File: src/rtl/assert_macros.svh
// assertion macros shared by the rtl
`ifndef ASSERT_MACROS_SVH
`define ASSERT_MACROS_SVH

`ifndef SYNTHESIS

// antecedent implies consequent in the same cycle
`define ASSERT_IMPLIES(label, clk, rst, ante, cons) \
   label: assert property (@(posedge clk) disable iff (rst) (ante) |-> (cons)) \
      else $error("assertion failed: same-cycle implication");

// antecedent implies consequent in the next cycle
`define ASSERT_NEXT(label, clk, rst, ante, cons) \
   label: assert property (@(posedge clk) disable iff (rst) (ante) |=> (cons)) \
      else $error("assertion failed: next-cycle implication");

`else

`define ASSERT_IMPLIES(label, clk, rst, ante, cons)
`define ASSERT_NEXT(label, clk, rst, ante, cons)

`endif

`endif

File: src/rtl/pbrle_pkg.sv
`default_nettype none

package pbrle_pkg;

   localparam int BYTE_W    = 8;
   localparam int ROW_W     = 16;
   localparam int CNT_W     = 3;
   localparam int LANES     = 4;
   localparam int CSR_IDX_W = 8;
   localparam int CSR_DAT_W = 16;

   localparam logic [1:0] PH_HEADER  = 2'd0;
   localparam logic [1:0] PH_LITERAL = 2'd1;
   localparam logic [1:0] PH_REPEAT  = 2'd2;

   localparam logic [CSR_IDX_W-1:0] REG_INVERT     = 8'd0;
   localparam logic [CSR_IDX_W-1:0] REG_ROW_LENGTH = 8'd1;

   localparam logic [ROW_W-1:0]  MIN_ROW          = 16'd4;
   localparam logic [ROW_W-1:0]  ROW_LENGTH_RESET = 16'd256;
   localparam logic [BYTE_W-1:0] NOP_HEADER       = 8'h80;
   localparam logic [BYTE_W-1:0] MAX_LITERAL_HDR  = 8'd127;

   typedef struct packed {
      logic header;
      logic literal;
      logic rep_start;
      logic chunk;
   } cmd_type;

   typedef struct packed {
      logic phase_literal;
      logic phase_repeat;
      logic slot_free;
      logic chunk_final;
   } sts_type;

endpackage

`default_nettype wire

File: src/rtl/pbrle_ctrl.sv
`default_nettype none

module pbrle_ctrl (
   input  wire logic              clock,
   input  wire logic              reset,
   input  wire logic              req_tvalid,
   input  wire pbrle_pkg::sts_type sts,
   output logic                   req_tready,
   output logic                   busy,
   output pbrle_pkg::cmd_type     cmd
);

   localparam logic ST_IDLE = 1'b0;
   localparam logic ST_EMIT = 1'b1;

   logic state_ff;
   logic state_in;
   logic accept;

   assign req_tready = (state_ff == ST_IDLE) && sts.slot_free;
   assign accept     = req_tvalid && req_tready;
   assign busy       = (state_ff == ST_EMIT);

   always_comb begin
      cmd.literal   = accept && sts.phase_literal;
      cmd.rep_start = accept && sts.phase_repeat;
      cmd.header    = accept && !sts.phase_literal && !sts.phase_repeat;
      cmd.chunk     = (state_ff == ST_EMIT) && sts.slot_free;
   end

   always_comb begin
      state_in = state_ff;
      case (state_ff)
         ST_IDLE: begin
            if (cmd.rep_start) begin
               state_in = ST_EMIT;
            end
         end
         ST_EMIT: begin
            if (cmd.chunk && sts.chunk_final) begin
               state_in = ST_IDLE;
            end
         end
         default: state_in = ST_IDLE;
      endcase
   end

   always_ff @(posedge clock) begin
      if (reset) begin
         state_ff <= ST_IDLE;
      end else begin
         state_ff <= state_in;
      end
   end

endmodule

`default_nettype wire

File: src/rtl/pbrle_dp.sv
`default_nettype none

module pbrle_dp (
   input  wire logic                                 clock,
   input  wire logic                                 reset,
   input  wire pbrle_pkg::cmd_type                   cmd,
   input  wire logic [pbrle_pkg::BYTE_W-1:0]         code_byte,
   input  wire logic                                 csr_we,
   input  wire logic [pbrle_pkg::CSR_IDX_W-1:0]      csr_index,
   input  wire logic [pbrle_pkg::CSR_DAT_W-1:0]      csr_wdata,
   input  wire logic                                 rsp_tready,
   output pbrle_pkg::sts_type                        sts,
   output logic                                      rsp_tvalid,
   output logic [pbrle_pkg::LANES*pbrle_pkg::BYTE_W-1:0] lanes,
   output logic [pbrle_pkg::CNT_W-1:0]               byte_count,
   output logic                                      row_end,
   output logic                                      last
);

   logic                              invert_ff;
   logic [pbrle_pkg::ROW_W-1:0]       row_length_ff;
   logic [1:0]                        phase_ff;
   logic [1:0]                        phase_in;
   logic [pbrle_pkg::BYTE_W-1:0]      remaining_ff;
   logic [pbrle_pkg::BYTE_W-1:0]      remaining_in;
   logic [pbrle_pkg::ROW_W-1:0]       row_pos_ff;
   logic [pbrle_pkg::ROW_W-1:0]       row_pos_in;
   logic [pbrle_pkg::BYTE_W-1:0]      value_ff;
   logic                              out_valid_ff;
   logic [pbrle_pkg::LANES*pbrle_pkg::BYTE_W-1:0] lanes_ff;
   logic [pbrle_pkg::CNT_W-1:0]       count_ff;
   logic                              row_end_ff;
   logic                              last_ff;

   logic [pbrle_pkg::BYTE_W-1:0]      decoded;
   logic [pbrle_pkg::ROW_W-1:0]       eff_row;
   logic [pbrle_pkg::ROW_W-1:0]       row_left;
   logic [pbrle_pkg::CNT_W-1:0]       left_cap;
   logic [pbrle_pkg::CNT_W-1:0]       chunk_cnt;
   logic [pbrle_pkg::CNT_W-1:0]       emit_cnt;
   logic [pbrle_pkg::BYTE_W-1:0]      emit_val;
   logic                              emit;
   logic                              emit_row_end;
   logic                              emit_last;
   logic [pbrle_pkg::LANES*pbrle_pkg::BYTE_W-1:0] emit_lanes;

   assign decoded = invert_ff ? ~code_byte : code_byte;
   assign eff_row = (row_length_ff < pbrle_pkg::MIN_ROW) ? pbrle_pkg::MIN_ROW : row_length_ff;
   assign row_left = (row_pos_ff < eff_row) ? (eff_row - row_pos_ff)
                                             : {{(pbrle_pkg::ROW_W-1){1'b0}}, 1'b1};

   assign left_cap  = (remaining_ff < 8'd4) ? remaining_ff[pbrle_pkg::CNT_W-1:0] : 3'd4;
   assign chunk_cnt = (row_left < {13'd0, left_cap}) ? row_left[pbrle_pkg::CNT_W-1:0]
                                                     : left_cap;

   assign emit     = cmd.literal || cmd.chunk;
   assign emit_cnt = cmd.literal ? 3'd1 : chunk_cnt;
   assign emit_val = cmd.literal ? decoded : value_ff;
   assign emit_row_end = ({13'd0, emit_cnt} == row_left);
   assign emit_last    = cmd.literal || sts.chunk_final;

   always_comb begin
      for (int j = 0; j < pbrle_pkg::LANES; j++) begin
         emit_lanes[j*pbrle_pkg::BYTE_W +: pbrle_pkg::BYTE_W] =
            (j < int'(emit_cnt)) ? emit_val : '0;
      end
   end

   always_comb begin
      sts.phase_literal = (phase_ff == pbrle_pkg::PH_LITERAL);
      sts.phase_repeat  = (phase_ff == pbrle_pkg::PH_REPEAT);
      sts.slot_free     = !out_valid_ff || rsp_tready;
      sts.chunk_final   = (remaining_ff == {5'd0, chunk_cnt});
   end

   // decoder state
   always_comb begin
      phase_in     = phase_ff;
      remaining_in = remaining_ff;
      row_pos_in   = row_pos_ff;
      if (cmd.header) begin
         if (code_byte <= pbrle_pkg::MAX_LITERAL_HDR) begin
            remaining_in = code_byte + 8'd1;
            phase_in     = pbrle_pkg::PH_LITERAL;
         end else if (code_byte != pbrle_pkg::NOP_HEADER) begin
            remaining_in = 8'd1 - code_byte;
            phase_in     = pbrle_pkg::PH_REPEAT;
         end else begin
            phase_in     = pbrle_pkg::PH_HEADER;
         end
      end
      if (cmd.literal) begin
         remaining_in = remaining_ff - 8'd1;
         if (remaining_ff == 8'd1) begin
            phase_in = pbrle_pkg::PH_HEADER;
         end
      end
      if (cmd.chunk) begin
         remaining_in = remaining_ff - {5'd0, chunk_cnt};
         if (sts.chunk_final) begin
            phase_in = pbrle_pkg::PH_HEADER;
         end
      end
      if (emit) begin
         row_pos_in = emit_row_end ? '0 : (row_pos_ff + {13'd0, emit_cnt});
      end
   end

   always_ff @(posedge clock) begin
      if (reset) begin
         invert_ff     <= 1'b0;
         row_length_ff <= pbrle_pkg::ROW_LENGTH_RESET;
         phase_ff      <= pbrle_pkg::PH_HEADER;
         remaining_ff  <= '0;
         row_pos_ff    <= '0;
         out_valid_ff  <= 1'b0;
      end else begin
         if (csr_we && (csr_index == pbrle_pkg::REG_INVERT)) begin
            invert_ff <= csr_wdata[0];
         end
         if (csr_we && (csr_index == pbrle_pkg::REG_ROW_LENGTH)) begin
            row_length_ff <= csr_wdata[pbrle_pkg::ROW_W-1:0];
         end
         phase_ff     <= phase_in;
         remaining_ff <= remaining_in;
         row_pos_ff   <= row_pos_in;
         if (emit) begin
            out_valid_ff <= 1'b1;
         end else if (rsp_tready) begin
            out_valid_ff <= 1'b0;
         end
      end
   end

   // output register payload
   always_ff @(posedge clock) begin
      if (cmd.rep_start) begin
         value_ff <= decoded;
      end
      if (emit) begin
         lanes_ff   <= emit_lanes;
         count_ff   <= emit_cnt;
         row_end_ff <= emit_row_end;
         last_ff    <= emit_last;
      end
   end

   assign rsp_tvalid = out_valid_ff;
   assign lanes      = lanes_ff;
   assign byte_count = count_ff;
   assign row_end    = row_end_ff;
   assign last       = last_ff;

endmodule

`default_nettype wire

File: src/rtl/packbits_rle_decoder_core.sv
// PackBits run-length decoder taking one compressed byte per req transaction and
// giving decoded bytes packed up to four per rsp transaction; a result never
// crosses a row of row_length bytes (csr index 1, values below 4 act as 4) and
// the result completing a row carries rsp_tuser high, while rsp_tlast marks the
// final result of an input byte. csr index 0 selects inverted (255 minus value)
// output. Header bytes are absorbed; a literal byte yields one result and a
// repeat value byte yields packed results, roughly run length / 4 plus one per
// row crossing, with req_tready low meanwhile; the controller issues one result
// per cycle into the single output register while rsp_tready is high.
`default_nettype none

`include "assert_macros.svh"

module packbits_rle_decoder_core (
   input  wire logic                                clock,
   input  wire logic                                reset,
   input  wire logic                                req_tvalid,
   output logic                                     req_tready,
   input  wire logic [7:0]                          req_tdata,  // code_byte
   output logic                                     rsp_tvalid,
   input  wire logic                                rsp_tready,
   output logic [39:0]                              rsp_tdata,  // lane0, lane1, lane2, lane3, byte_count, zero pad
   output logic                                     rsp_tuser,  // row_end
   output logic                                     rsp_tlast,
   input  wire logic                                csr_we,
   input  wire logic [pbrle_pkg::CSR_IDX_W-1:0]     csr_index,
   input  wire logic [pbrle_pkg::CSR_DAT_W-1:0]     csr_wdata
);

   pbrle_pkg::cmd_type cmd;
   pbrle_pkg::sts_type sts;
   logic               busy;
   logic [pbrle_pkg::LANES*pbrle_pkg::BYTE_W-1:0] lanes;
   logic [pbrle_pkg::CNT_W-1:0]                   byte_count;

   pbrle_ctrl u_ctrl (
      .clock      (clock),
      .reset      (reset),
      .req_tvalid (req_tvalid),
      .sts        (sts),
      .req_tready (req_tready),
      .busy       (busy),
      .cmd        (cmd)
   );

   pbrle_dp u_dp (
      .clock      (clock),
      .reset      (reset),
      .cmd        (cmd),
      .code_byte  (req_tdata),
      .csr_we     (csr_we),
      .csr_index  (csr_index),
      .csr_wdata  (csr_wdata),
      .rsp_tready (rsp_tready),
      .sts        (sts),
      .rsp_tvalid (rsp_tvalid),
      .lanes      (lanes),
      .byte_count (byte_count),
      .row_end    (rsp_tuser),
      .last       (rsp_tlast)
   );

   assign rsp_tdata = {5'd0, byte_count, lanes};

   `ASSERT_IMPLIES(a_no_accept_busy, clock, reset, busy, !req_tready)
   `ASSERT_IMPLIES(a_count_range, clock, reset, rsp_tvalid, (byte_count == 3'd1) || (byte_count == 3'd2) || (byte_count == 3'd3) || (byte_count == 3'd4))
   `ASSERT_IMPLIES(a_single_lane_zero, clock, reset, rsp_tvalid && (byte_count == 3'd1), lanes[31:8] == 24'd0)
   `ASSERT_NEXT(a_final_chunk_idle, clock, reset, cmd.chunk && sts.chunk_final, !busy && rsp_tlast)

endmodule

`default_nettype wire
File: config.mk
export PLATFORM = sky130hd
export DESIGN_NAME = packbits_rle_decoder_core
export DESIGN_NICKNAME = d
export VERILOG_FILES = /design/src/rtl/pbrle_pkg.sv /design/src/rtl/pbrle_ctrl.sv /design/src/rtl/pbrle_dp.sv /design/src/rtl/packbits_rle_decoder_core.sv
export VERILOG_INCLUDE_DIRS = /design/src /design/src/rtl
export SDC_FILE = /design/constraint.sdc
export NUM_CORES = 1
export LEC_CHECK = 0
export BUFFER_PORTS_ARGS = -buffer_cell sky130_fd_sc_hd__buf_2
export CAP_MARGIN = 20
export CELL_PAD_IN_SITES_DETAIL_PLACEMENT = 0
export CELL_PAD_IN_SITES_GLOBAL_PLACEMENT = 1
export CORE_MARGIN = 2
export CORE_UTILIZATION = 48
export DETAILED_ROUTE_END_ITERATION = 8
export PLACE_DENSITY = 0.87
export SYNTH_ARGS = -nofsm -noshare
export SYNTH_HDL_FRONTEND = slang
export SYNTH_SLANG_ARGS = --single-unit
File: constraint.sdc
create_clock -name clock -period 7.7 [get_ports clock]
set_input_delay 1.54 -clock clock [delete_from_list [all_inputs] [get_ports clock]]
set_output_delay 1.54 -clock clock [all_outputs]
set_load 0.01 [all_outputs]
# --- Word level (Yosys, flattened, before mapping) ---
# Cells that the tools add are included.
word_totals:
  reg_bits: 90
  input_bits: 37
  output_inout_bits: 44
  elab_cells: 85
op_classes:
  n_addsub: 6
  magnitude_cmp: 9
  n_eq_ne: 7
  mux: 25
  bitwise_logic: 2
  reduce_logical: 21
ops:
  columns: ["op", "n"]
  rows:
  - ["two-way mux 8 bit", 7]
  - ["two-way mux 16 bit", 3]
  - ["adder 16 x 3 -> 16 bit", 1]
  - ["equality test 3 x 16 -> 1 bit", 1]
  - ["equality test 8 x 1 -> 1 bit, second input constant", 2]
  - ["< comparator 16 bit", 1]
  - ["< comparator 16 x 3 -> 1 bit", 1]
  - ["< comparator 16 x 3 -> 1 bit, second input constant", 1]
  - ["subtractor 16 bit", 1]
  - ["two-way mux 2 bit", 7]
  - ["logical AND 1 bit", 10]
  - ["two-way mux 3 bit", 3]
  - ["adder 8 x 1 -> 8 bit, second input constant", 1]
  - ["equality test 8 x 3 -> 1 bit", 1]
  - ["less-or-equal comparator 8 x 7 -> 1 bit, second input constant", 1]
  - ["logical NOT 8 bit", 1]
  - ["< comparator 8 x 3 -> 1 bit, second input constant", 1]
  - ["inequality test 8 bit, second input constant", 1]
  - ["inverter 8 bit", 1]
  - ["subtractor 1 x 8 -> 8 bit, first input constant", 1]
  - ["subtractor 8 x 1 -> 8 bit, second input constant", 1]
  - ["subtractor 8 x 3 -> 8 bit", 1]
  - ["< comparator 1 x 3 -> 1 bit, first input constant", 2]
  - ["< comparator 2 x 3 -> 1 bit, first input constant", 2]
  - ["11 further kinds", 18]

# --- Depth between registers and ports, before layout ---
# Gate-level depths: netlist of the first run.
logic_depth:
  depth_word: 11
  depth_mapped: 28
  ltp_nobuf: 28

# --- By module ---
# Synthesis of the first run repeated with hierarchy kept, for this count alone.
hier_totals:
  cells_unflattened: 651
  hier_area_um2: 6043.3
modules_own_cells:
  columns: ["module", "n_inst", "cells_each", "area_per_inst_um2", "seq_area_each_um2"]
  rows:
  - ["pbrle_dp", 1, 635, 5923.2, 2232.1]
  - ["pbrle_ctrl", 1, 10, 78.8, 20.0]
  - ["packbits_rle_decoder_core", 1, 6, 41.3, 0.0]

# --- Worst setup path before layout of the first run ---
# No wires, ideal clock.
synth_path:
  path_kind: "register to register"
  from: "register u_dp.row_length_ff[11] (netlist bit)"
  to: "register u_dp.remaining_ff[6] (netlist bit)"
  setup_ps: 128
  t_arrival_ps: 4931
  required_time_ps: 7572
  slack_ps: 2641
  path_stages_with_launch: 27
  path_buffers: 1
  period_less_slack_ps: 5059
  path_cell_list: "dfxtp_1 -> nor4_1 -> nand4_1 -> nand2_1 -> ha_1 -> inv_1 -> fa_1 -> nand3_1 -> a21oi_1 -> o211ai_1 -> a21oi_4 -> and2_1 -> ha_1 -> o21ai_0 -> nand2b_1 -> a21bo_2 -> a21boi_4 -> mux2i_2 -> buf_6 -> inv_1 -> ha_1 -> nor2b_1 -> or3_1 -> nor3_1 -> o21ai_0 -> a22oi_1 -> nor2_1"
synth_between:
  elab_chain_cells: 8
  word_cells_on_any_way: 9
  classes_between: "2 x add/sub; 3 x order compare; 4 x mux"
synth_rtl:
  columns: ["element", "line_no", "source"]
  rows:
  - ["start, declared", "pbrle_dp.sv:21", "logic [pbrle_pkg::ROW_W-1:0] row_length_ff;"]
  - ["start signal, assigned", "pbrle_dp.sv:112", "row_length_ff <= pbrle_pkg::ROW_LENGTH_RESET;"]
  - ["start signal, assigned", "pbrle_dp.sv:122", "row_length_ff <= csr_wdata[pbrle_pkg::ROW_W-1:0];"]
  - ["< comparator 16 x 3 -> 1 bit", "pbrle_dp.sv:48", "assign eff_row = (row_length_ff < pbrle_pkg::MIN_ROW) ? pbrle_pkg::MIN_ROW : row_length_ff;"]
  - ["two-way mux 16 bit *", "pbrle_dp.sv:48", null]
  - ["subtractor 16 bit or < comparator 16 bit (tied branches)", "pbrle_dp.sv:49", "assign row_left = (row_pos_ff < eff_row) ? (eff_row - row_pos_ff)"]
  - ["two-way mux 16 bit *", "pbrle_dp.sv:49", null]
  - ["< comparator 16 x 3 -> 1 bit", "pbrle_dp.sv:53", "assign chunk_cnt = (row_left < {13'd0, left_cap}) ? row_left[pbrle_pkg::CNT_W-1:0]"]
  - ["two-way mux 3 bit *", "pbrle_dp.sv:53", null]
  - ["subtractor 8 x 3 -> 8 bit *", "pbrle_dp.sv:99", "remaining_in = remaining_ff - {5'd0, chunk_cnt};"]
  - ["two-way mux 8 bit *", "pbrle_dp.sv:98", "if (cmd.chunk) begin"]
  - ["end signal, assigned", "pbrle_dp.sv:125", "remaining_ff <= remaining_in;"]
  - ["end, declared", "pbrle_dp.sv:24", "logic [pbrle_pkg::BYTE_W-1:0] remaining_ff;"]
# Every way passes the cells marked *; elsewhere a longest branch is shown, timed or not.
# A chain may end at the register's enable or synchronous reset.

# --- Worst setup path after layout of the first run ---
layout_path:
  from: "register u_dp.row_length_ff[7] (netlist bit)"
  to: "register u_dp.row_pos_ff[13] (netlist bit)"
layout_between:
  elab_chain_cells: 9
  word_cells_on_any_way: 11
  classes_between: "2 x add/sub; 3 x order compare; 1 x eq/ne; 5 x mux"
layout_rtl:
  columns: ["element", "line_no", "source"]
  rows:
  - ["< comparator 16 x 3 -> 1 bit", "pbrle_dp.sv:48", null]
  - ["two-way mux 16 bit *", "pbrle_dp.sv:48", null]
  - ["subtractor 16 bit or < comparator 16 bit (tied branches)", "pbrle_dp.sv:49", null]
  - ["two-way mux 16 bit *", "pbrle_dp.sv:49", null]
  - ["< comparator 16 x 3 -> 1 bit", "pbrle_dp.sv:53", null]
  - ["two-way mux 3 bit *", "pbrle_dp.sv:53", null]
  - ["two-way mux 3 bit *", "pbrle_dp.sv:57", "assign emit_cnt = cmd.literal ? 3'd1 : chunk_cnt;"]
  - ["via u_dp.emit_cnt, one bit", "pbrle_dp.sv:40", "logic [pbrle_pkg::CNT_W-1:0] emit_cnt;"]
  - ["adder 16 x 3 -> 16 bit or equality test 3 x 16 -> 1 bit (tied branches)", "pbrle_dp.sv:105, pbrle_dp.sv:59", null]
  - ["two-way mux 16 bit *", "pbrle_dp.sv:105", "row_pos_in = emit_row_end ? '0 : (row_pos_ff + {13'd0, emit_cnt});"]
  - ["end signal, assigned", "pbrle_dp.sv:126", "row_pos_ff <= row_pos_in;"]
  - ["end, declared", "pbrle_dp.sv:26", "logic [pbrle_pkg::ROW_W-1:0] row_pos_ff;"]
# Mark *: on every way through the listed nets, which the timed path passes. The rest lies on a longest branch.

==> summary by stage, run 1 <==
Synth
Yosys mapped a number of flops with a built-in enable equal to 45. The instance count of the mapped netlist is 663. The library cell with the largest summed area after synthesis is sky130_fd_sc_hd__edfxtp_1. The most used flip-flop cell after synthesis is sky130_fd_sc_hd__edfxtp_1. The area share of the largest cell type after synthesis is 22.2%. Sequential elements use 37.0% of the synthesized area. The proportion of synthesized flip-flops having asynchronous set or reset is 0%. Each instance of the synthesized netlist takes up on average 9.17 µm². The post-synthesis sequential element count is 90.

The cell area that synthesis handed to floorplanning was 6080 µm². The number of warnings printed during yosys synthesis is 0. Ranked by total cell area, the synthesized netlist is headed by sky130_fd_sc_hd__edfxtp_1, sky130_fd_sc_hd__dfxtp_1, sky130_fd_sc_hd__ha_1.

The distinct cell type count after synthesis is 81.

STA
The post-route minimum period is 6.05 ns. The worst path meets setup with 1.65 ns of slack. Setup repair after global routing left no endpoint under its margin. The maximum frequency from static timing analysis is 165 MHz. For the final routed database, the setup TNS stands at 0 ns. The clock arrives with 0.00734 ns of skew. The slew of the pin with the lowest slew margin is 1.05 ns. In the finished design, the share of the clock period the worst path needs comes to 78.6%. The total setup violations reported at the end of the flow is 0. Headroom to the max-slew limit came out at 30.1%. Across all hold checks on the routed design, the worst slack comes to 0.504 ns.

The number of pins with negative max-slew slack in the final report came to 0. The number of hold violations in the final report is 0.

Global routing
Global routing consumed, over all layers together, 22.0% of the routing resources. The number of global-route vias before repair came to 4692. The initial antenna violation count is 0. The wire length of the first global-routing pass is 23200 µm.

Entering global routing, the biggest net connects 45 pins. Global routing finished with a remaining overflow of 0.

Clock network
Clock latency on the worst-skew pair, taken at its later pin, is 0.35 ns. CTS placed an instance of sky130_fd_sc_hd__clkbuf_16 at the clock tree root. The number of gates resized after CTS was 0. The CTS tree is built. Hold repair after CTS inserted 0 buffers. Buffers added to address setup during post-CTS repair amount to 0. The depth of the CTS H-tree is 3. The total CTS buffers is 9. The clock edge transition at the registers on the reported setup and hold paths is 0.07 ns.

The number of buffers on the longest clock path is 2. The clock drives 90 sinks.

Finish
The area growth from synthesis to layout is 11.7%. Leaving out fill and tap cells, the most frequent cell in the layout is sky130_fd_sc_hd__buf_2. The net count reported at finish is 781.

The top cell types in the final layout, fill and taps aside, are sky130_fd_sc_hd__buf_2, sky130_fd_sc_hd__a21oi_1, sky130_fd_sc_hd__nand2_1. The layout cell share with drive strength beyond 1 is 19.3%. The utilization of the core after routing is 54.2%.

The count of inserted antenna diode cells is 0.

Hold path
The worst hold path depth is 2. The start point of the worst hold path is u_dp.row_pos_ff[0]$_SDFFE_PP0P_. The capture endpoint of the worst hold path is u_dp.row_pos_ff[0]$_SDFFE_PP0P_.

The class of the tightest hold or removal check is reg -> reg.

Placed design
The number of input and output port buffers inserted is 75. The half-perimeter wire length after detailed placement is 10800 µm. Prior to clock tree synthesis, the placed netlist has a worst setup slack of 1.73 ns.

At the end of routability-driven placement, the weighted congestion stood at 0.943.

Die
The initial core utilization is 48.6%. The die covers 13600 µm². The number of placement rows is 41.

The floorplan step set the die width to 117 µm. In this run the vertical extent of the chip is 117 µm. 81 I/O pins were placed. The region available for standard cell placement spans 12500 µm².

Critical path
In this run the worst path has a maximum fanout of 18. For this run, the slowest stage of the critical path takes 0.56 ns. The critical path contains buffers and inverters numbering 2 combined. The register-to-register setup slack is 1.65 ns. The cell at the slowest stage of the critical path is sky130_fd_sc_hd__o21ai_0. The path type of the worst setup path is reg -> reg. The worst register-to-register path begins at u_dp.row_length_ff[7]$_SDFFE_PP0P_. The endpoint identified for the worst register-to-register timing path is u_dp.row_pos_ff[13]$_SDFFE_PP0P_. The data arrival time of the critical path is 6.24 ns. The worst setup path is captured at a flop. The number of cells traversed by the worst register-to-register path is 26. Broken down by cell family, the worst path's largest delay share belongs to simple AND/OR/NAND/NOR gates. STA puts the critical path data required time at 7.89 ns. The startpoint type of the worst setup path is a flop. The cell repeated most along the worst path is sky130_fd_sc_hd__ha_1.

Run status
The run finished with clean final reports.

Pwr
Across the VDD grid, the largest voltage drop is 0.128 mV. The ratio of total power to cell area is 234 nW/µm². The static leakage is 2.77 nW.

Drt
The total wirelength of the detailed-routed design is 14400 µm. The first-pass detailed-route iteration total is 5. After detailed routing, the average wire length per cell comes to 16.2 µm. The total vias in the final route is 5073.

The DRC marker count from the first detailed-route iteration is 387. Once detail routing completed, the nets flagged for antenna violations numbered 0. The per-cell via count in the routed design is 5.72. The post-detailed-route DRC marker count is 0.

Job
The number of violations of the max-capacitance limit is 0.
[power by group]
part | leakage, nW | internal [mW] | switching (mW) | total [mW]
Combinational | 1.83 | 0.211 | 0.314 | 0.525
Sequential | 0.782 | 0.568 | 0.0260 | 0.594
Clock | 0.151 | 0.284 | 0.183 | 0.467
[worst min-delay path, delay by kind of cell, from the launching register on]
family,cells,cell delay (ns)
AOI/OAI and AO/OA,1,0.06
and+or+nand+nor,1,0.06
DFF,1,0.33
[Yosys cell counts, types with 3 or more instances]
cell type / number
sky130_fd_sc_hd__nor4_1: 11
sky130_fd_sc_hd__a31oi_1: 3
sky130_fd_sc_hd__a21o_1: 7
sky130_fd_sc_hd__o21ai_0: 31
sky130_fd_sc_hd__a21oi_1: 56
sky130_fd_sc_hd__nor3b_1: 5
sky130_fd_sc_hd__buf_6: 5
sky130_fd_sc_hd__xor2_1: 14
sky130_fd_sc_hd__nor2_1: 53
sky130_fd_sc_hd__edfxtp_1: 45
sky130_fd_sc_hd__buf_4: 7
sky130_fd_sc_hd__dfxtp_1: 45
sky130_fd_sc_hd__nand2_1: 54
sky130_fd_sc_hd__inv_1: 31
sky130_fd_sc_hd__ha_1: 31
sky130_fd_sc_hd__nand3_1: 12
sky130_fd_sc_hd__o211ai_1: 7
sky130_fd_sc_hd__a22oi_1: 3
sky130_fd_sc_hd__clkbuf_1: 30
sky130_fd_sc_hd__a32oi_1: 3
sky130_fd_sc_hd__o2bb2ai_2: 6
sky130_fd_sc_hd__nand4_1: 9
sky130_fd_sc_hd__xnor2_1: 22
sky130_fd_sc_hd__fa_1: 3
sky130_fd_sc_hd__a211oi_1: 10
sky130_fd_sc_hd__mux2i_1: 21
sky130_fd_sc_hd__nor4_2: 10
sky130_fd_sc_hd__nand2b_1: 4
sky130_fd_sc_hd__o21a_1: 6
sky130_fd_sc_hd__or3_1: 4
sky130_fd_sc_hd__or2_2: 3
sky130_fd_sc_hd__and2_1: 19
sky130_fd_sc_hd__nor3_1: 21
sky130_fd_sc_hd__nor2b_1: 10
sky130_fd_sc_hd__buf_2: 5
[sequential cells by signal, summed over array words and instances (netlist names), 2 cells and up]
| register | count |
|---|---|
| u_dp.byte_count | 3 |
| u_dp.lanes | 32 |
| u_dp.phase_ff | 2 |
| u_dp.remaining_ff | 8 |
| u_dp.row_length_ff | 16 |
| u_dp.row_pos_ff | 16 |
| u_dp.value_ff | 8 |
[worst max-delay path by stage]
stage,startpoint,endpoint,slack (ns),depth (start not counted)
floorplan,u_dp.row_length_ff[11]$_SDFFE_PP0P_,u_dp.remaining_ff[6]$_SDFFE_PP0P_,2.64,26
global placement,u_dp.row_length_ff[7]$_SDFFE_PP0P_,u_dp.row_pos_ff[13]$_SDFFE_PP0P_,1.98,26
detailed placement,u_dp.row_length_ff[7]$_SDFFE_PP0P_,u_dp.row_pos_ff[13]$_SDFFE_PP0P_,1.73,28
CTS,u_dp.row_length_ff[7]$_SDFFE_PP0P_,u_dp.row_pos_ff[13]$_SDFFE_PP0P_,1.69,26
global route,u_dp.row_length_ff[11]$_SDFFE_PP0P_,u_dp.row_pos_ff[15]$_SDFFE_PP0P_,1.19,28
finish,u_dp.row_length_ff[7]$_SDFFE_PP0P_,u_dp.row_pos_ff[13]$_SDFFE_PP0P_,1.65,26
[cell type report]
type                            count  area [µm²]
Fill cell                        1148        5730
Multi-Input combinational cell    498        3480
Sequential cell                    90        2250
Timing Repair Buffer               79         405
Clock buffer                        9         225
Tap cell                          172         215
Inverter                           32         120
Clock inverter                      7        92.6
[routing by layer]
| layer | track usage (%) | part of all wire, % | up-vias |
|---|---|---|---|
| met4 | 8.08 | 2.0 | 0 |
| li1 | - | - | 2485 |
| met3 | 4.67 | 7.0 | 17 |
| met2 | 35.7 | 47 | 199 |
| met1 | 29.1 | 44 | 2372 |
| met5 | 0 | 0 | - |
[cell families (layout without fill, tap and decap cells)]
kind of cell	count (synthesis)	count (layout)	synth area share [%]
buffers and inverters	79	127	6.03
multiplexers	25	25	4.49
XOR/XNOR	36	36	5.19
adder cells (fa/ha/maj)	34	34	7.37
flip-flops	90	90	37.0
AO/OA/AOI/OAI	160	160	17.8
other	1	5	0.0617
AND/OR/NAND/NOR	238	238	22.0
[metrics by stage]
step	cell area, µm²	power [mW]	instances
global route	6790	1.68	887
finish	6790	1.59	887
floorplan	6090	1.01	667
detailed placement	6470	1.13	871
CTS	6790	1.59	887
global placement	6470	1.12	871
Note: power is estimated with default switching activity, not from simulation.
==> inputs of run 2 (changes only) <==
CORE_UTILIZATION = 41   (was 48)
PLACE_DENSITY = 0.79   (was 0.87)
clock period = 5.3 ns   (was 7.7 ns; I/O delays follow)
==> run 2 against run 1 <==
Against the previous run:
- sequential power is 46% higher
- flip-flop and latch count stayed put
- die area is 16% higher
- hold slack worse by 0.0088 ns
- critical endpoint is now u_dp.remaining_ff[6]$_SDFFE_PP0P_
- via count is 3.6% higher
- sequential share of layout area is 1.5 points lower
- count of clock-buffer cells in the layout is 1 higher
- wire length is 8.2% higher
==> summary by stage, run 2 (synthesized netlist as in run 1, its figures left out) <==
Run status
Result of the run: complete, no violations (unchanged).

Finish
The area growth from synthesis to layout came to 17.3% (was 11.7%). Commonest cells after routing, fill and taps aside: sky130_fd_sc_hd__buf_2, sky130_fd_sc_hd__nand2_1, sky130_fd_sc_hd__a21oi_1 (was sky130_fd_sc_hd__buf_2, sky130_fd_sc_hd__a21oi_1, sky130_fd_sc_hd__nand2_1). The leading cell type in the layout, fill and taps excluded is sky130_fd_sc_hd__buf_2 (unchanged). The net count reported at finish is 805 (was 781).

The flip-flop count of the largest register, all copies and words added was 32 (unchanged). The count of inserted antenna diode cells is 0 (unchanged). The area taken by flip-flops and latches is 2260 µm² (was 2250 µm²). The total area of multi-input combinational cells is 3660 µm² (was 3480 µm²). The layout cell share with drive strength beyond 1 is 26.0% (was 19.3%). The number of fill cells is 1373 (was 1148).

Hold path
The class of the tightest hold or removal check was reg -> reg (unchanged).

Die
The initial core utilization came to 41.8% (was 48.6%). The die width is 126 µm (was 117 µm). The number of placement rows was 44 (was 41). The count of boundary I/O pins is 81 (unchanged).

The vertical die dimension came to 126 µm (was 117 µm). The floorplan die area came to 15800 µm² (was 13600 µm²). The core outline area is 14500 µm² (was 12500 µm²).

Drt
The DRC marker count from the first detailed-route iteration is 520 (was 387). The per-cell via count in the routed design is 5.70 (was 5.72). The post-route antenna net violation count was 0 (unchanged). The first-pass detailed-route iteration total is 5 (unchanged). The total wirelength of the detailed-routed design came to 15600 µm (was 14400 µm). The wire length per cell after detailed routing is 16.9 µm (was 16.2 µm). The total vias in the final route is 5258 (was 5073). The post-detailed-route DRC marker count was 0 (unchanged).

Critical path
The path type of the worst setup path was reg -> reg (unchanged). The highest cell delay on the worst timing path is 0.41 ns (was 0.56 ns). The maximum fanout along the worst path is 4 (was 18). The cell at the slowest stage of the critical path is sky130_fd_sc_hd__fa_2 (was sky130_fd_sc_hd__o21ai_0). The required time of the critical path is 5.51 ns (was 7.89 ns). The data arrival time of the critical path is 5.29 ns (was 6.24 ns). The kind of end point of the critical path was a flop (unchanged).

The startpoint type of the worst setup path is a flop (unchanged). The number of buffer and inverter stages on the critical path came to 3 (was 2). The gate family responsible for the most delay along the worst path is simple AND/OR/NAND/NOR gates (unchanged).

Global routing
The pin count of the biggest net entering global routing is 45 (unchanged). The initial antenna violation count is 0 (unchanged). The number of global-route vias before repair came to 4871 (was 4692). The wire length of the first global-routing pass is 25000 µm (was 23200 µm).

The total congestion overflow after global routing is 0 (unchanged). The total routing usage reported by global routing is 19.4% (was 22.0%).

Clock network
The number of buffers inserted by hold repair at cts is 0 (unchanged). The number of buffers on the longest clock path is 2 (unchanged). The total CTS buffers is 9 (unchanged).

The count of clock tree sinks was 90 (unchanged). The master cell of the clock root buffer was sky130_fd_sc_hd__clkbuf_16 (unchanged). The CTS tree is built (unchanged).

The depth of the CTS H-tree is 3 (unchanged). The source-to-sink clock delay at the later pin of the worst-skew pair is 0.35 ns (about the same). The clock edge transition at the registers on the reported setup and hold paths is 0.07 ns (about the same).

STA
The total setup violations reported at the end of the flow was 0 (unchanged). The clock tree skew after final layout is 0.00978 ns (was 0.00734 ns). The maximum frequency from static timing analysis is 197 MHz (was 165 MHz). The setup total negative slack is 0 ns (unchanged). The slew of the pin with the lowest slew margin is 1.05 ns (about the same). The portion of the clock cycle consumed by the worst path in the final layout was 95.9% (was 78.6%).

The number of pins with negative max-slew slack in the final report is 0 (unchanged). The post-route worst hold slack is 0.495 ns (was 0.504 ns). The post-route minimum period is 5.08 ns (was 6.05 ns). The number of hold violations in the final report came to 0 (unchanged). The remaining max-slew budget at the tightest pin was 30.0% (was 30.1%).

Pwr
The ratio of total power to cell area is 337 nW/µm² (was 234 nW/µm²). The maximum ir drop on the vdd rail is 0.166 mV (was 0.128 mV). The static leakage is 2.90 nW (was 2.77 nW).

Placed design
The number of input and output port buffers inserted was 75 (unchanged). The half-perimeter wire length after detailed placement was 11400 µm (was 10800 µm). The final estimated routing congestion in global placement was 0.914 (was 0.943).

Job
The number of violations of the max-capacitance limit is 0 (unchanged).
[run 2: cell types whose count changed in the layout (fill, tap and decap cells not counted), moves of 3 or more]
cell and delta:
sky130_fd_sc_hd__ha_1 -4, sky130_fd_sc_hd__nor2_1 -3, sky130_fd_sc_hd__a21oi_1 -4, sky130_fd_sc_hd__dfxtp_2 +3
sky130_fd_sc_hd__ha_4 +3, sky130_fd_sc_hd__buf_4 +22, sky130_fd_sc_hd__dfxtp_1 -4, sky130_fd_sc_hd__a21oi_2 +3
[run 2: worst reg2reg max path: cells and delay by family (launching register included)]
kind	cells	cell delay, ns
adders and majority gates	4	1.05
muxes	1	0.32
and+or+nand+nor	10	1.65
AOI/OAI and AO/OA	8	1.35
buffers and inverters	3	0.23
DFF	1	0.36
[run 2: layout make-up]
type / count / area share, %
Sequential cell: 90 / 31.7
Clock inverter: 6 / 0.579
Timing Repair Buffer: 103 / 8.32
Clock buffer: 10 / 3.21
Tap cell: 184 / 3.23
Multi-Input combinational cell: 498 / 51.3
Inverter: 32 / 1.68
[run 2: worst paths after layout]
kind,from,end,slack [ns],cells past startpoint
setup / recovery,u_dp.row_length_ff[11]$_SDFFE_PP0P_,u_dp.remaining_ff[6]$_SDFFE_PP0P_,0.22,26
hold / removal,u_dp.row_pos_ff[0]$_SDFFE_PP0P_,u_dp.row_pos_ff[0]$_SDFFE_PP0P_,0.50,2
setup reg to reg,u_dp.row_length_ff[11]$_SDFFE_PP0P_,u_dp.remaining_ff[6]$_SDFFE_PP0P_,0.22,26
hold reg to reg,u_dp.row_pos_ff[0]$_SDFFE_PP0P_,u_dp.row_pos_ff[0]$_SDFFE_PP0P_,0.50,2
[run 2: stage by stage]
| step | setup slack (ns) | utilization (%) | cells | total power [mW] | area (µm²) |
|---|---|---|---|---|---|
| floorplan | 0.241 | - | 667 | 1.46 | 6090 |
| global placement | 0.0359 | 45.0 | 891 | 1.64 | 6550 |
| detailed placement | -0.206 | 45.0 | 891 | 1.66 | 6550 |
| CTS | 0.00656 | 47.3 | 910 | 2.29 | 6880 |
| global route | -0.0557 | 49.1 | 923 | 2.53 | 7130 |
| finish | 0.219 | 49.1 | 923 | 2.40 | 7130 |
[run 2: per-layer routing]
| metal | routed length (µm) | track usage, % |
|---|---|---|
| met5 | 0 | 0 |
| met4 | 244 | 5.49 |
| met3 | 906 | 3.91 |
| met2 | 7000 | 30.2 |
| met1 | 7440 | 27.6 |
[run 2: power by group]
group	switching, mW	internal (mW)	total, mW	leakage [nW]
clock	0.280	0.319	0.599	0.127
combinational	0.514	0.418	0.932	1.99
sequential	0.0435	0.825	0.869	0.785
total	0.838	1.56	2.40	2.90
[run 2: repair_timing]
action | in CTS | in global routing
endpoints found under the setup margin | 11 | 20
setup buffers | 3 | 13
gates resized for setup | 7 | 37
pin swaps | 4 | 18
